===== src/rtl/hds_pkg.sv =====
// ----------------------------------------------------------------------------
// hds_pkg: shared types and constants of the heat diffusion stencil step
// Grid size, field widths, register indexes and the control/status structs.
// ----------------------------------------------------------------------------
package hds_pkg;

  localparam int SIDE      = 256;
  localparam int COL_W     = $clog2(SIDE);

  localparam int CELL_W    = 32;
  localparam int HEAT_W    = 18;
  localparam int REG_W     = 16;
  localparam int TEMP_W    = 16;
  localparam int CFG_IDX_W = 2;

  localparam int IN_W      = 56;   // cell_value + heat_amount, padded to bytes
  localparam int OUT_W     = 48;   // new_value + temperature

  localparam logic [CFG_IDX_W-1:0] REG_DECAY     = 2'd0;
  localparam logic [CFG_IDX_W-1:0] REG_TEMP_LOW  = 2'd1;
  localparam logic [CFG_IDX_W-1:0] REG_TEMP_HIGH = 2'd2;
  localparam logic [CFG_IDX_W-1:0] REG_TEMP_GAIN = 2'd3;

  localparam logic [REG_W-1:0] DECAY_RST     = 16'd65470;
  localparam logic [REG_W-1:0] TEMP_LOW_RST  = 16'd600;
  localparam logic [REG_W-1:0] TEMP_HIGH_RST = 16'd3000;
  localparam logic [REG_W-1:0] TEMP_GAIN_RST = 16'd9600;

  typedef struct packed {
    logic [REG_W-1:0] decay_factor;
    logic [REG_W-1:0] temp_low;
    logic [REG_W-1:0] temp_high;
    logic [REG_W-1:0] temp_gain;
  } cfg_t;

  typedef struct packed {
    logic load;       // capture input request, step counters
    logic rd;         // read line buffers
    logic sum;        // neighbor sum, line buffer update
    logic mul;        // decay multiply and saturate
    logic tmp;        // temperature gain multiply
    logic out_load;   // fill output register
  } ctrl_cmd_t;

  typedef struct packed {
    logic emit;       // current request produces a result
    logic out_busy;   // output register full and not being taken
  } dp_stat_t;

endpackage


===== src/rtl/hds_ctrl.sv =====
// ----------------------------------------------------------------------------
// hds_ctrl: sequencer of the stencil step
// One-hot state machine stepping one request through read, sum, multiply,
// temperature and output stages; row 0 requests end after sum.
// ----------------------------------------------------------------------------
module hds_ctrl (
  input  logic                clk,
  input  logic                rst,
  input  logic                in_valid,
  output logic                in_ready,
  input  hds_pkg::dp_stat_t   stat,
  output hds_pkg::ctrl_cmd_t  cmd
);
  import hds_pkg::*;

  typedef enum logic [5:0] {
    S_IDLE = 6'b000001,
    S_READ = 6'b000010,
    S_SUM  = 6'b000100,
    S_MUL  = 6'b001000,
    S_TMP  = 6'b010000,
    S_FIN  = 6'b100000
  } state_t;

  state_t state, state_next;

  assign in_ready = (state == S_IDLE);

  always_comb begin
    state_next = state;
    cmd        = '0;
    unique case (state)
      S_IDLE: begin
        if (in_valid) begin
          cmd.load   = 1'b1;
          state_next = S_READ;
        end
      end
      S_READ: begin
        cmd.rd     = 1'b1;
        state_next = S_SUM;
      end
      S_SUM: begin
        cmd.sum    = 1'b1;
        state_next = stat.emit ? S_MUL : S_IDLE;
      end
      S_MUL: begin
        cmd.mul    = 1'b1;
        state_next = S_TMP;
      end
      S_TMP: begin
        cmd.tmp    = 1'b1;
        state_next = S_FIN;
      end
      S_FIN: begin
        // hold until the output register can take the result
        if (!stat.out_busy) begin
          cmd.out_load = 1'b1;
          state_next   = S_IDLE;
        end
      end
      default: state_next = S_IDLE;
    endcase
  end

  always_ff @(posedge clk) begin
    if (rst) state <= S_IDLE;
    else     state <= state_next;
  end

endmodule


===== config.mk =====
export PLATFORM = sky130hd
export DESIGN_NAME = hds_ctrl
export DESIGN_NICKNAME = d
export VERILOG_FILES = /design/src/rtl/hds_pkg.sv /design/src/rtl/hds_ctrl.sv
export SDC_FILE = /design/constraint.sdc
export NUM_CORES = 1
export LEC_CHECK = 0
export BUFFER_PORTS_ARGS = -buffer_cell sky130_fd_sc_hd__buf_2
export CORE_AREA = 4 4 41 43
export CTS_CLUSTER_SIZE = 28
export DETAILED_ROUTE_END_ITERATION = 16
export DIE_AREA = 0 0 45 47
export SETUP_SLACK_MARGIN = 0.15
export SLEW_MARGIN = 20
export SYNTH_ARGS = -nofsm -noshare
export SYNTH_HDL_FRONTEND = slang
export SYNTH_SLANG_ARGS = --single-unit

===== constraint.sdc =====
create_clock -name clk -period 3.4 [get_ports clk]
set_input_delay 0.17 -clock clk [delete_from_list [all_inputs] [get_ports clk]]
set_output_delay 0.17 -clock clk [all_outputs]
set_load 0.01 [all_outputs]

==> flow_summary.toml <==
[outcome]
status = "completed"

[worst_setup_path]
crit_fanout = 8
worstReg2RegEnd = "state[3]"
reg2reg_depth = 4
rrSetupSlack_ns = 2.13
crit_required_ns = 3.23
crit_type = "flop to primary output"
cp.arrival_ns = 1.49
startpoint_type = "flop"
reg2reg_from = "state[1]"
end_kind = "primary output"
critPathCapture = "cmd[1]"
crit_start = "state[1]"

[timing]
finalClockSkew_ns = 0.006020
rsz0062_at_grt = "false"
hold_viol_final = 0
fin_crit_sh = 0.4897
setup_viol = 0
final.setup.tns_ns = 0
clock.fmax_mhz = 600.6
slew_violations = 0
period_minus_slack_ns = 1.665
worst_pin_slew_ns = 0.2936
slew_headroom = 0.8015

[synth]
synth_seq_cells = 6
syn-cell-area_sq_um = 365.4
yosys-top-cells-count = "6 x dfxtp_1, 3 x and2b_1, 3 x nor3_1"
synthDominantCellAreaShare = 0.3288
ys_seq_area_frac = 0.3288
ys.warnings.count = 0
yosysMostFrequentCell = "dfxtp_1"
synth_flop_cell = "dfxtp_1"
synth_area_leader_cell = "dfxtp_1"
postSynth.asyncResetShare = 0
synth_cell_types = 25
synth_area_per_cell_sq_um = 8.911
syn_nets = 46
synth_edf_count = 0
synth.area.top_cells = "dfxtp_1 33%, and2b_1 6.2%, nor3_1 4.1%"
syn_inst = 41

[global_route]
antenna_found_initial = 0
overflow = 0
grt_pass1_vias = 312
grt_pass1_wl_microns = 1324
track_usage = 0.08682
grt_max_degree = 11

[finish]
largest-register = "state"
reg.largest.list = "state x6"
antennaDiodeCount = 0
largest_reg_flops = 6
nFillCells = 146
drive_above_1_share = 0.3704
layout-area-overhead-vs-synth_pct = 23.29
finalNetCount = 61

[floorplanning]
core-area_sq_mm = 0.001301
initial_core_util = 0.2808
dieArea_sq_mm = 0.002115
pin_count = 12
dieHeight_microns = 47
num_rows = 13
die_x_microns = 45

[detailed_routing]
via_count = 354
drt-total-wl_microns = 784
drtIter0Drc = 7
first_pass_iters = 3
drc = 0
drtAntennaViolNets = 0
wl_per_cell_microns = 11.36
drt-vias-per-instance = 5.130

[clock_tree]
cts.sinks = 6
clockBufferDepth = 2
root_buffer = "clkbuf_4"
cts_resized = 0
clk_latency_ns = 0.24
clk_pin_slew_ns = 0.04
cts_setup_buffers = 0
cts_tree = "built"
cts-htree-levels = 1
hold_buffers = 0
numCtsBuffers = 3

[power_and_ir_drop]
p_clk_frac = 0.248
p_sw_mw = 0.08814
p_sw_frac = 0.3441
p_leak_nw = 0.2116
p_int_mw = 0.1680
totalPowerFinal_mw = 0.2561
ir_drop_mv = 0.3227
power_frac_comb = 0.347
seq_power_share = 0.405
cellPowerDensity_mw_per_mm2 = 568.7

[placement]
globalplace.congestion = 0.8193
port_buffers = 11
dp_hpwl_microns = 622.5

[min_path]
hp-class = "input port to flop"

[run]
cap_violations = 0
==> layer usage <==
layer	GRT usage	vias to the layer above	share of wire
li1	-	183	-
met1	0.1088	159	0.46
met2	0.1243	12	0.47
met3	0.04598	0	0.069
met4	0.03509	0	0
met5	0	-	0
==> critical path: stages, from the launching register on <==
cell and delay [ns]:
dfxtp_1 0.36, or3_4 0.41, nor4b_1 0.29, buf_2 0.19
==> final cells by class <==
cell class	instances	area, sq um	share of cell area
multi-input cells	33	230.2	0.5111
flip-flops and latches	6	120.1	0.2667
repair buffers	11	55.05	0.1222
clock buffers	3	22.52	0.05000
well taps	15	18.77	0.04167
inverters	1	3.754	0.008333
==> kinds of logic (layout without fill, tap and decap cells) <==
kind of cell,Yosys count,count (layout),synth area share
AOI/OAI and AO/OA,9,9,0.1815
buffers and inverters,2,15,0.04108
DFF,6,6,0.3288
and+or+nand+nor,24,24,0.4486
==> power groups by stage <==
stage	clock network, mW	registers (mW)	logic [mW]
after floorplan	0	0.0911	0.0853
after global placement	0	0.104	0.0903
after detailed placement	0	0.104	0.0898
after CTS	0.0668	0.103	0.0900
after global routing	0.0741	0.106	0.0998
final	0.0635	0.104	0.0890
==> per-stage QoR <==
stage	util	setup WS, ns	area, sq um	hold WS, ns	std cells
6_report	0.3462	1.735	450.4	0.1355	69
5_1_grt	0.3462	1.644	450.4	0.1296	69
4_1_cts	0.3462	1.717	450.4	0.1306	69
3_5_place_dp	0.3288	1.984	427.9	0.3839	66
3_3_place_gp	0.3288	2.049	427.9	0.3942	66
2_1_floorplan	-	2.041	365.4	0.2416	41
==> how the worst min path moves through the flow <==
stage	from	end	slack [ns]	cells past startpoint
floorplan	rst	state[2]	0.24	1
global placement	rst	state[2]	0.39	2
detailed placement	rst	state[2]	0.38	2
CTS	rst	state[2]	0.13	2
global route	rst	state[2]	0.13	2
finish	rst	state[2]	0.14	2
==> cell usage in the layout, fill, tap and decap left out, types with 3 or more instances in the layout <==
cell type	instances
nor3_1	3
dfxtp_1	6
buf_2	11
and2b_1	3
clkbuf_4	3
Note: power is estimated with default switching activity, not from simulation.
