## src/rtl/hds_pkg.sv

```systemverilog
// ----------------------------------------------------------------------------
// hds_pkg: shared types and constants of the heat diffusion stencil step
// Grid size, field widths, register indexes and the control/status structs.
// ----------------------------------------------------------------------------
package hds_pkg;

  localparam int SIDE      = 256;
  localparam int COL_W     = $clog2(SIDE);

  localparam int CELL_W    = 32;
  localparam int HEAT_W    = 18;
  localparam int REG_W     = 16;
  localparam int TEMP_W    = 16;
  localparam int CFG_IDX_W = 2;

  localparam int IN_W      = 56;   // cell_value + heat_amount, padded to bytes
  localparam int OUT_W     = 48;   // new_value + temperature

  localparam logic [CFG_IDX_W-1:0] REG_DECAY     = 2'd0;
  localparam logic [CFG_IDX_W-1:0] REG_TEMP_LOW  = 2'd1;
  localparam logic [CFG_IDX_W-1:0] REG_TEMP_HIGH = 2'd2;
  localparam logic [CFG_IDX_W-1:0] REG_TEMP_GAIN = 2'd3;

  localparam logic [REG_W-1:0] DECAY_RST     = 16'd65470;
  localparam logic [REG_W-1:0] TEMP_LOW_RST  = 16'd600;
  localparam logic [REG_W-1:0] TEMP_HIGH_RST = 16'd3000;
  localparam logic [REG_W-1:0] TEMP_GAIN_RST = 16'd9600;

  typedef struct packed {
    logic [REG_W-1:0] decay_factor;
    logic [REG_W-1:0] temp_low;
    logic [REG_W-1:0] temp_high;
    logic [REG_W-1:0] temp_gain;
  } cfg_t;

  typedef struct packed {
    logic load;       // capture input request, step counters
    logic rd;         // read line buffers
    logic sum;        // neighbor sum, line buffer update
    logic mul;        // decay multiply and saturate
    logic tmp;        // temperature gain multiply
    logic out_load;   // fill output register
  } ctrl_cmd_t;

  typedef struct packed {
    logic emit;       // current request produces a result
    logic out_busy;   // output register full and not being taken
  } dp_stat_t;

endpackage

```

## src/rtl/hds_regs.sv

```systemverilog
// ----------------------------------------------------------------------------
// hds_regs: configuration registers
// Write-only register file for decay factor and temperature mapping.
// ----------------------------------------------------------------------------
module hds_regs (
  input  logic                          clk,
  input  logic                          rst,
  input  logic                          cfg_we,
  input  logic [hds_pkg::CFG_IDX_W-1:0] cfg_index,
  input  logic [hds_pkg::REG_W-1:0]     cfg_data,
  output hds_pkg::cfg_t                 cfg
);
  import hds_pkg::*;

  always_ff @(posedge clk) begin
    if (rst) begin
      cfg.decay_factor <= DECAY_RST;
      cfg.temp_low     <= TEMP_LOW_RST;
      cfg.temp_high    <= TEMP_HIGH_RST;
      cfg.temp_gain    <= TEMP_GAIN_RST;
    end else if (cfg_we) begin
      unique case (cfg_index)
        REG_DECAY:     cfg.decay_factor <= cfg_data;
        REG_TEMP_LOW:  cfg.temp_low     <= cfg_data;
        REG_TEMP_HIGH: cfg.temp_high    <= cfg_data;
        REG_TEMP_GAIN: cfg.temp_gain    <= cfg_data;
        default: ;
      endcase
    end
  end

endmodule

```

## config.mk

```make
export PLATFORM = sky130hd
export DESIGN_NAME = hds_regs
export DESIGN_NICKNAME = d
export VERILOG_FILES = /design/src/rtl/hds_pkg.sv /design/src/rtl/hds_regs.sv
export SDC_FILE = /design/constraint.sdc
export NUM_CORES = 1
export LEC_CHECK = 0
export BUFFER_PORTS_ARGS = -buffer_cell sky130_fd_sc_hd__buf_2
export CAP_MARGIN = 30
export CORE_AREA = 2 2 74 76
export CTS_CLUSTER_DIAMETER = 120
export DETAILED_ROUTE_END_ITERATION = 16
export DIE_AREA = 0 0 76 78
export PLACE_DENSITY = 0.85
export RECOVER_POWER = 50
export SYNTH_ARGS = -nofsm -noshare
export SYNTH_HDL_FRONTEND = slang
export SYNTH_SLANG_ARGS = --single-unit
```

## constraint.sdc

```tcl
create_clock -name clk -period 1.4 [get_ports clk]
set_input_delay 0.07 -clock clk [delete_from_list [all_inputs] [get_ports clk]]
set_output_delay 0.07 -clock clk [all_outputs]
set_load 0.05 [all_outputs]
```

==> results.sh, run 1 <==
export IMPL_period_share_pct=74.2
export IMPL_core_sq_um=5040
export IMPL_reg2reg_depth=2
export IMPL_maxCapViolCount=0
export IMPL_r2r_end="cfg[8]$_SDFFE_PP1P_"
export IMPL_cts_buffers=9
export IMPL_critPathLaunchType="flop"
export IMPL_postCtsSetupBuffers=0
export IMPL_cts_tree="yes"
export IMPL_rsz0062_at_grt="no"
export IMPL_drive_above_1_share_pct=30.6
export IMPL_ys_types=14
export IMPL_routed_top_layer="met4"
export IMPL_most_common_layout_cells="buf_2, mux2i_1, dfxtp_1, nand2b_1, nor2_1"
export IMPL_grt_overflow=0
export IMPL_portBuffers=84
export IMPL_hold_depth=3
export IMPL_arrival_ps=970
export IMPL_synthCells=246
export IMPL_fin_skew_ps=0
export IMPL_wl_met1_microns=2410
export IMPL_antenna_found_initial=0
export IMPL_timing_fmax_mhz=962
export IMPL_grt_pass1_vias=1922
export IMPL_clock_path_buffers=2
export IMPL_setup_tns_final_ps=0
export IMPL_regMostFlops="cfg"
export IMPL_grt_usage_pct=19.6
export IMPL_r2r_start="cfg[8]$_SDFFE_PP1P_"
export IMPL_die_y_microns=78
export IMPL_worstSetupPathType="reg2out"
export IMPL_drc=0
export IMPL_end_kind="output port"
export IMPL_p_switching_uw=1100
export IMPL_slew_headroom_pct=45.3
export IMPL_clk_pin_slew_worst_paths_ps=70
export IMPL_met3_length_microns=307
export IMPL_p_leak_uw=0.00151
export IMPL_area_growth_pct=26.3
export IMPL_hold_class="in2reg"
export IMPL_diodes=0
export IMPL_outcome="complete, no violations"
export IMPL_hp_start="cfg_data[2]"
export IMPL_p_clk_share_pct=40.5
export IMPL_final_hold_viol_count=0
export IMPL_drt_pass1_iterations=4
export IMPL_die_area_sq_um=5930
export IMPL_p_comb_share_pct=13.4
export IMPL_ys_ff_latch=64
export IMPL_setup_viol=0
export IMPL_cp_max_fo=2
export IMPL_cpLargestDelayFamily="flip-flops"
export IMPL_root_buffer="clkbuf_8"
export IMPL_nets=353
export IMPL_drtIter0Drc=75
export IMPL_wl_per_cell_microns=13.7
export IMPL_p_per_area_nw_per_um2=1290
export IMPL_via_per_inst=4.76
export IMPL_share_seq_of_total_power_pct=46.0
export IMPL_syn_avg_cell_area_sq_um=10.4
export IMPL_p_int_uw=3070
export IMPL_reg_largest_list="cfg x64"
export IMPL_htree_levels=3
export IMPL_cp_buffers_inverters=1
export IMPL_hpwlAfterDp_microns=3700
export IMPL_wl_met2_microns=2670
export IMPL_crit_path_max_incr_delay_ps=360
export IMPL_maxSlewViolCount=0
export IMPL_rows=26
export IMPL_syn_area_sq_um=2570
export IMPL_cp_required_ps=1330
export IMPL_irDropWorstVdd_mv=0.690
export IMPL_die_w_microns=76
export IMPL_gp_congestion=0.796
export IMPL_utilization_pct=64.3
export IMPL_synth_seq_area_share_pct=49.9
export IMPL_cp_startpoint="cfg[53]$_SDFFE_PP1P_"
export IMPL_path_cells="buf_2"
export IMPL_finalWirelength_microns=5570
export IMPL_tightest_slew_ps=820
export IMPL_layout_commonest_cell="buf_2"
export IMPL_start_util_pct=50.9
export IMPL_min_period_ps=1040
export IMPL_grt_pass1_wl_microns=9050
export IMPL_grt_start_max_net_pins=96
export IMPL_antenna_left=0
export IMPL_ys_warn_count=0
export IMPL_reg2reg_slack_ps=730
export IMPL_clock_sinks=64
export IMPL_synth_nets=267
export IMPL_clkLatencyLatePin_ps=330
export IMPL_ios=85
export IMPL_critPathSlowestCell="dfxtp_1"
export IMPL_holdPathEnd="cfg[50]$_SDFFE_PP1P_"
export IMPL_switching_share_pct=26.4
export IMPL_largest_reg_flops=64
export IMPL_vias=1938
[power groups by stage]
stage                     Sequential [uW]  Clock [uW]  Combinational [uW]
after floorplan                      2180           0                 200
after global placement               1960           0                 556
after detailed placement             1960           0                 564
after CTS                            1920        1720                 573
after global routing                 1930        1770                 595
final                                1920        1690                 560
[metrics by stage]
step	worst slack [ps]	instance area, sq um	instances	hold WS (ps)	total power, uW
3_5_place_dp	382	3020	387	354	2520
2_1_floorplan	511	2570	246	225	2380
4_1_cts	344	3270	407	0.309	4210
3_3_place_gp	461	3020	387	345	2510
5_1_grt	293	3240	407	18.3	4300
6_report	361	3240	407	8.10	4170
[metal layers]
| metal | vias to the layer above | GRT usage, % |
|---|---|---|
| li1 | 974 | - |
| met1 | 894 | 23.2 |
| met2 | 56 | 31.3 |
| met3 | 14 | 5.23 |
| met4 | 0 | 13.3 |
| met5 | - | 0 |
[synthesized netlist by cell type]
master | n | area, sq um
dfxtp_1 | 64 | 1280
mux2i_1 | 64 | 641
nand2b_1 | 51 | 319
nor2_1 | 44 | 165
buf_2 | 9 | 45.0
buf_6 | 3 | 33.8
clkbuf_1 | 3 | 11.3
buf_4 | 2 | 15.0
and3_1 | 1 | 6.26
and3b_1 | 1 | 8.76
buf_12 | 1 | 20.0
nand3_1 | 1 | 5.00
nand3b_1 | 1 | 7.51
nor3b_1 | 1 | 7.51
[final cells by class]
class | count | area [sq um]
well taps | 70 | 87.6
flip-flops and latches | 64 | 1280
fillers | 434 | 1800
multi-input cells | 164 | 1160
clock buffers | 14 | 183
clock inverters | 2 | 35.0
repair buffers | 93 | 490
[repair_timing]
action,4_1_cts,5_1_grt
hold endpoints to repair,4,0
gates resized for setup,0,0
hold buffers,4,0
[how the worst max path moves through the flow]
stage                            to  depth (start not counted)  slack (ps)
2_1_floorplan   cfg[7]$_SDFFE_PP1P_                          2         510
3_3_place_gp   cfg[54]$_SDFFE_PP0P_                          4         460
3_5_place_dp   cfg[60]$_SDFFE_PP1P_                          4         380
4_1_cts                     cfg[60]                          1         340
5_1_grt        cfg[32]$_SDFFE_PP0P_                          4         290
6_report                    cfg[53]                          1         360
[kinds of logic (layout without fill, tap and decap cells)]
kind of cell | after synthesis | count (layout) | synth area share [%]
mux | 64 | 64 | 25.0
buf+inv | 18 | 109 | 4.88
simple gates | 100 | 100 | 20.2
flops | 64 | 64 | 49.9
(Power assumes the default switching activity.)
==> run 2, diff against run 1 <==
--- a/config.mk
+++ b/config.mk
@@ -5,13 +5,14 @@
 export SDC_FILE = /design/constraint.sdc
 export NUM_CORES = 1
 export LEC_CHECK = 0
+export ABC_AREA = 1
 export BUFFER_PORTS_ARGS = -buffer_cell sky130_fd_sc_hd__buf_2
 export CAP_MARGIN = 30
-export CORE_AREA = 2 2 74 76
+export CORE_AREA = 2 2 75 77
 export CTS_CLUSTER_DIAMETER = 120
 export DETAILED_ROUTE_END_ITERATION = 16
-export DIE_AREA = 0 0 76 78
-export PLACE_DENSITY = 0.85
+export DIE_AREA = 0 0 77 79
+export PLACE_DENSITY = 0.83
 export RECOVER_POWER = 50
 export SYNTH_ARGS = -nofsm -noshare
 export SYNTH_HDL_FRONTEND = slang
==> constraint.sdc (replaced) <==
create_clock -name clk -period 1.1 [get_ports clk]
set_input_delay 0.055 -clock clk [delete_from_list [all_inputs] [get_ports clk]]
set_output_delay 0.055 -clock clk [all_outputs]
set_load 0.05 [all_outputs]
==> run 2 against run 1 <==
Effect of this change:
- non-clock buffer count up 1
- final cell count up 28%
- worst hold slack better by 8.2 ps
- final area up 0.19%
- synthesized area down 0.88%
- sequential share of layout area down 0.076 points
- critical path depth unchanged
- clock skew unchanged
- routed wire length up 16%
- combinational power up 76%
- sequential power up 30%
==> results.sh, run 2 <==
export IMPL_outcome="complete, no violations"
export IMPL_ys_ff_latch=64
export IMPL_clock_sinks=64
export IMPL_antenna_found_initial=0
export IMPL_die_area_sq_um=6080
export IMPL_irDropWorstVdd_mv=1.01
export IMPL_power_total_uw=6000
export IMPL_diodes=0
export IMPL_htree_levels=3
export IMPL_clkLatencyLatePin_ps=320
export IMPL_via_per_inst=4.77
export IMPL_most_common_layout_cells="nand2_1, buf_2, nor2_1, dfxtp_1, nand3_1"
export IMPL_wl_per_cell_microns=12.4
export IMPL_root_buffer="clkbuf_8"
export IMPL_clk_pin_slew_worst_paths_ps=70
export IMPL_p_switching_uw=1700
export IMPL_area_growth_pct=27.7
export IMPL_arrival_ps=960
export IMPL_synth_nets=377
export IMPL_min_period_ps=1020
export IMPL_p_int_uw=4300
export IMPL_synthArstFlopShare_pct=0
export IMPL_crit_path_max_incr_delay_ps=360
export IMPL_cp_required_ps=1040
export IMPL_grt_pass1_wl_microns=10500
export IMPL_ys_types=16
export IMPL_critPathSlowestCell="dfxtp_1"
export IMPL_path_cells="buf_2"
export IMPL_switching_share_pct=28.4
export IMPL_finalWirelength_microns=6450
export IMPL_setup_viol=0
export IMPL_antenna_left=0
export IMPL_r2r_start="cfg[39]$_SDFFE_PP0P_"
export IMPL_synth_area_leaders="dfxtp_1, nand2_1, nor2_1"
export IMPL_drc=0
export IMPL_die_w_microns=77
export IMPL_ios=85
export IMPL_cpLargestDelayFamily="flip-flops"
export IMPL_maxSlewViolCount=0
export IMPL_cp_max_fo=2
export IMPL_cts_tree="yes"
export IMPL_reg2reg_depth=4
export IMPL_holdPathEnd="cfg[10]$_SDFFE_PP1P_"
export IMPL_synth_edf_count=0
export IMPL_vias=2474
export IMPL_tightest_slew_ps=537
export IMPL_hold_class="in2reg"
export IMPL_grt_usage_pct=22.1
export IMPL_grt_start_max_net_pins=65
export IMPL_hpwlAfterDp_microns=4470
export IMPL_r2r_end="cfg[39]$_SDFFE_PP0P_"
export IMPL_cts_buffers=9
export IMPL_slew_headroom_pct=64.2
export IMPL_timing_fmax_mhz=982
export IMPL_n_fill_cell=520
export IMPL_end_kind="output port"
export IMPL_portBuffers=84
export IMPL_rsz0062_at_grt="no"
export IMPL_layout_commonest_cell="nand2_1"
export IMPL_p_clk_share_pct=41.9
export IMPL_die_y_microns=79
export IMPL_synth_top_area_share_pct=50.4
export IMPL_ys_flop_type="dfxtp_1"
export IMPL_cts_resized=0
export IMPL_synth_seq_area_share_pct=50.4
export IMPL_hold_depth=3
export IMPL_largest_reg_flops=64
export IMPL_critPathLaunchType="flop"
export IMPL_p_per_area_nw_per_um2=1850
export IMPL_worstSetupPathType="reg2out"
export IMPL_nets=463
export IMPL_core_sq_um=5340
export IMPL_regMostFlops="cfg"
export IMPL_gp_congestion=0.809
export IMPL_rows=27
export IMPL_period_share_pct=92.6
export IMPL_start_util_pct=47.7
export IMPL_hp_start="cfg_data[10]"
export IMPL_ys_warn_count=0
export IMPL_synth_common_cells="nand2_1, nor2_1, dfxtp_1"
export IMPL_maxCapViolCount=0
export IMPL_final_hold_viol_count=0
export IMPL_dp_slack_ps=80.2
export IMPL_p_comb_share_pct=16.5
export IMPL_synth_top_cell_by_area="dfxtp_1"
export IMPL_grt_pass1_vias=2259
export IMPL_share_seq_of_total_power_pct=41.7
export IMPL_clock_path_buffers=2
export IMPL_drtIter0Drc=193
export IMPL_reg2reg_slack_ps=410
export IMPL_fin_skew_ps=0
export IMPL_drive_above_1_share_pct=24.2
export IMPL_cp_buffers_inverters=1
export IMPL_drt_pass1_iterations=4
export IMPL_reg_largest_list="cfg x64"
export IMPL_p_leak_uw=0.00179
export IMPL_grt_overflow=0
export IMPL_syn_area_sq_um=2540
export IMPL_synthCells=356
export IMPL_setup_ws_ps=81.3
export IMPL_syn_avg_cell_area_sq_um=7.15
export IMPL_yosysMostFrequentCell="nand2_1"
export IMPL_setup_tns_final_ps=0
==> run 2: cell count changes after synthesis, moves of 2 or more <==
cell	before	now
nand2_1	0	106
buf_2	9	4
nand3_4	0	2
nand4_1	0	7
a21oi_1	0	2
nor2_1	44	69
nand3_1	1	46
buf_4	2	5
mux2i_1	64	0
nand2b_1	51	0
inv_1	0	38
clkbuf_1	3	6
==> run 2: worst max-delay path by stage <==
stage                              start  cells past startpoint                   end
floorplan           cfg[11]$_SDFFE_PP0P_                      4  cfg[11]$_SDFFE_PP0P_
global placement            cfg_index[1]                      5  cfg[40]$_SDFFE_PP0P_
detailed placement          cfg_index[1]                      5  cfg[42]$_SDFFE_PP0P_
CTS                  cfg[8]$_SDFFE_PP1P_                      1                cfg[8]
global route                cfg_index[1]                      6  cfg[10]$_SDFFE_PP1P_
finish               cfg[8]$_SDFFE_PP1P_                      1                cfg[8]
==> run 2: cell families after synthesis <==
group,after synthesis,synth area share [%]
AOI/OAI and AO/OA,2,0.394
buffers and inverters,58,10.8
DFF,64,50.4
and+or+nand+nor,232,38.5
==> run 2: what timing repair did <==
| action | 4_1_cts | 5_1_grt |
|---|---|---|
| hold buffers | 3 | 0 |
| buffers inserted | 0 | 0 |
| endpoints found under the hold margin | 3 | 0 |
==> run 2: power by group through the flow <==
| stage | clock network [uW] | registers (uW) | logic (uW) |
|---|---|---|---|
| after CTS | 2550 | 2500 | 1010 |
| after floorplan | 0 | 2970 | 307 |
| after detailed placement | 0 | 2550 | 993 |
| after global placement | 0 | 2550 | 973 |
| final | 2510 | 2500 | 988 |
| after global routing | 2650 | 2510 | 1070 |
==> run 2: through the flow <==
| stage | hold WS (ps) | instance area [sq um] | util, % | instances |
|---|---|---|---|---|
| floorplan | 168 | 2540 | - | 356 |
| global placement | 329 | 3000 | 56.3 | 500 |
| detailed placement | 337 | 3000 | 56.3 | 500 |
| CTS | 4.22 | 3290 | 61.6 | 519 |
| global route | 12.0 | 3250 | 60.9 | 519 |
| finish | 16.3 | 3250 | 60.9 | 519 |
==> run 2: routing by layer <==
metal  up-vias  GRT usage (%)  share of wire, %
met5         -              0                 0
met4         0           9.46               1.9
met3        13           6.02               6.2
met2        88           35.0                47
met1      1115           28.4                44
li1       1258              -                 -
==> run 2: cell type report <==
type,count,area [sq um],share of cell area (%)
Multi-Input combinational cell,234,968,29.8
Sequential cell,64,1280,39.4
Clock inverter,5,103,3.16
Clock buffer,11,151,4.66
Timing Repair Buffer,94,508,15.6
Inverter,39,146,4.51
Tap cell,72,90.1,2.77
==> run 2: worst reg2reg max path, stage by stage (launching register included) <==
cell and delay, ps:
dfxtp_1 350, inv_1 40, nand2_1 60, nand2_1 70
nor2_1 110
==> run 3, diff against run 2 <==
--- a/config.mk
+++ b/config.mk
@@ -12,6 +12,7 @@
 export CTS_CLUSTER_DIAMETER = 120
 export DETAILED_ROUTE_END_ITERATION = 16
 export DIE_AREA = 0 0 77 79
+export HOLD_SLACK_MARGIN = 0.05
 export PLACE_DENSITY = 0.83
 export RECOVER_POWER = 50
 export SYNTH_ARGS = -nofsm -noshare
==> run 3 against run 2 <==
Effect of this change:
- critical path depth did not move
- worst setup slack lost 19 ps
- final cell count is 2.5% higher
==> results.sh, run 3 (same netlist as run 2, synthesis figures left out) <==
export IMPL_cp_buffers_inverters=1
export IMPL_clk_pin_slew_worst_paths_ps=70
export IMPL_holdPathEnd="cfg[19]$_SDFFE_PP1P_"
export IMPL_fin_skew_ps=0
export IMPL_cp_required_ps=1040
export IMPL_min_period_ps=1040
export IMPL_p_per_area_nw_per_um2=1790
export IMPL_hold_depth=3
export IMPL_setup_viol=0
export IMPL_layout_cells_non_filler=532
export IMPL_irDropWorstVdd_mv=1.02
export IMPL_cpLargestDelayFamily="flip-flops"
export IMPL_end_kind="output port"
export IMPL_via_per_inst=4.80
export IMPL_root_buffer="clkbuf_8"
export IMPL_crit_path_max_incr_delay_ps=370
export IMPL_slew_headroom_pct=63.6
export IMPL_arrival_ps=980
export IMPL_start_util_pct=47.7
export IMPL_cts_resized=0
export IMPL_p_leak_uw=0.00181
export IMPL_area_growth_pct=32.7
export IMPL_ios=85
export IMPL_layout_commonest_cell="nand2_1"
export IMPL_portBuffers=84
export IMPL_regMostFlops="cfg"
export IMPL_gp_congestion=0.809
export IMPL_antenna_left=0
export IMPL_die_area_sq_um=6080
export IMPL_rows=27
export IMPL_hpwlAfterDp_microns=4470
export IMPL_clkLatencyLatePin_ps=330
export IMPL_maxCapViolCount=0
export IMPL_grt_overflow=0
export IMPL_r2r_end="cfg[39]$_SDFFE_PP0P_"
export IMPL_core_sq_um=5340
export IMPL_diodes=0
export IMPL_finalWirelength_microns=6700
export IMPL_most_common_layout_cells="nand2_1, nor2_1, buf_2, dfxtp_1, nand3_1"
export IMPL_outcome="complete, no violations"
export IMPL_timing_fmax_mhz=964
export IMPL_wl_per_cell_microns=12.6
export IMPL_hold_class="in2reg"
export IMPL_nets=476
export IMPL_antenna_found_initial=0
export IMPL_tightest_slew_ps=546
export IMPL_critPathSlowestCell="dfxtp_1"
export IMPL_reg2reg_depth=4
export IMPL_maxSlewViolCount=0
export IMPL_cts_tree="yes"
export IMPL_drc=0
export IMPL_vias=2551
export IMPL_setup_tns_final_ps=0
export IMPL_worstSetupPathType="reg2out"
export IMPL_drive_above_1_share_pct=20.9
export IMPL_reg2reg_slack_ps=420
export IMPL_clock_sinks=64
export IMPL_dp_cells=500
export IMPL_final_hold_viol_count=0
export IMPL_critPathLaunchType="flop"
export IMPL_path_cells="buf_2"
export IMPL_largest_reg_flops=64
export IMPL_grt_pass1_vias=2269
export IMPL_hp_start="cfg_we"
export IMPL_die_w_microns=77
export IMPL_postCtsSetupBuffers=0
export IMPL_cts_buffers=9
export IMPL_grt_usage_pct=22.8
export IMPL_grt_pass1_wl_microns=10800
export IMPL_grt_start_max_net_pins=65
export IMPL_reg_largest_list="cfg x64"
export IMPL_drt_pass1_iterations=4
export IMPL_rsz0062_at_grt="no"
export IMPL_clock_path_buffers=2
export IMPL_die_y_microns=79
export IMPL_drtIter0Drc=241
export IMPL_r2r_start="cfg[39]$_SDFFE_PP0P_"
export IMPL_period_share_pct=94.3
export IMPL_htree_levels=3
export IMPL_cp_max_fo=2
-- run 3: how the worst max path moves through the flow --
stage | startpoint | end | slack [ps] | depth (start not counted)
2_1_floorplan | cfg[11]$_SDFFE_PP0P_ | cfg[11]$_SDFFE_PP0P_ | 170 | 4
4_1_cts | cfg[8]$_SDFFE_PP1P_ | cfg[8] | 70 | 1
3_3_place_gp | cfg_index[1] | cfg[40]$_SDFFE_PP0P_ | 170 | 5
3_5_place_dp | cfg_index[1] | cfg[42]$_SDFFE_PP0P_ | 80 | 5
5_1_grt | cfg[27]$_SDFFE_PP1P_ | cfg[27] | 20 | 1
6_report | cfg[27]$_SDFFE_PP1P_ | cfg[27] | 60 | 1
-- run 3: cell type report --
| class | instances | area (sq um) |
|---|---|---|
| fill | 512 | 1960 |
| sequential | 64 | 1280 |
| multi-input combinational | 234 | 981 |
| timing repair buffer | 107 | 623 |
| clock buffer | 11 | 151 |
| inverter | 39 | 146 |
| clock inverter | 5 | 103 |
| tap | 72 | 90.1 |
-- run 3: metrics by stage --
stage	cell area (sq um)	hold slack, ps	utilization, %	power [uW]	setup slack (ps)
2_1_floorplan	2540	168	-	3280	171
3_3_place_gp	3000	329	56.3	3520	174
3_5_place_dp	3000	337	56.3	3540	80.2
4_1_cts	3420	136	64.0	6090	74.7
5_1_grt	3380	138	63.2	6270	22.6
6_report	3380	148	63.2	6040	62.6
-- run 3: routing by layer --
metal | share of wire [%] | vias up | track usage (%)
met1 | 44 | 1166 | 30.3
met4 | 2.0 | 0 | 8.93
met5 | 0 | - | 0
li1 | - | 1287 | -
met2 | 47 | 86 | 35.9
met3 | 7.0 | 12 | 5.80
-- run 3: power by group --
part           switching (uW)  internal [uW]  total (uW)
logic                     770            258        1030
clock network             887           1630        2510
registers                61.5           2440        2500
-- run 3: timing repair --
item / in CTS / in global routing
hold buffers: 16 / 0
endpoints found under the setup margin: 0 / 0
hold endpoints to repair: 43 / 0
-- run 3: tightest hold or removal path, cell delays in order --
cell and delay (ps):
buf_2 180, nand4_1 120, nand3_1 70
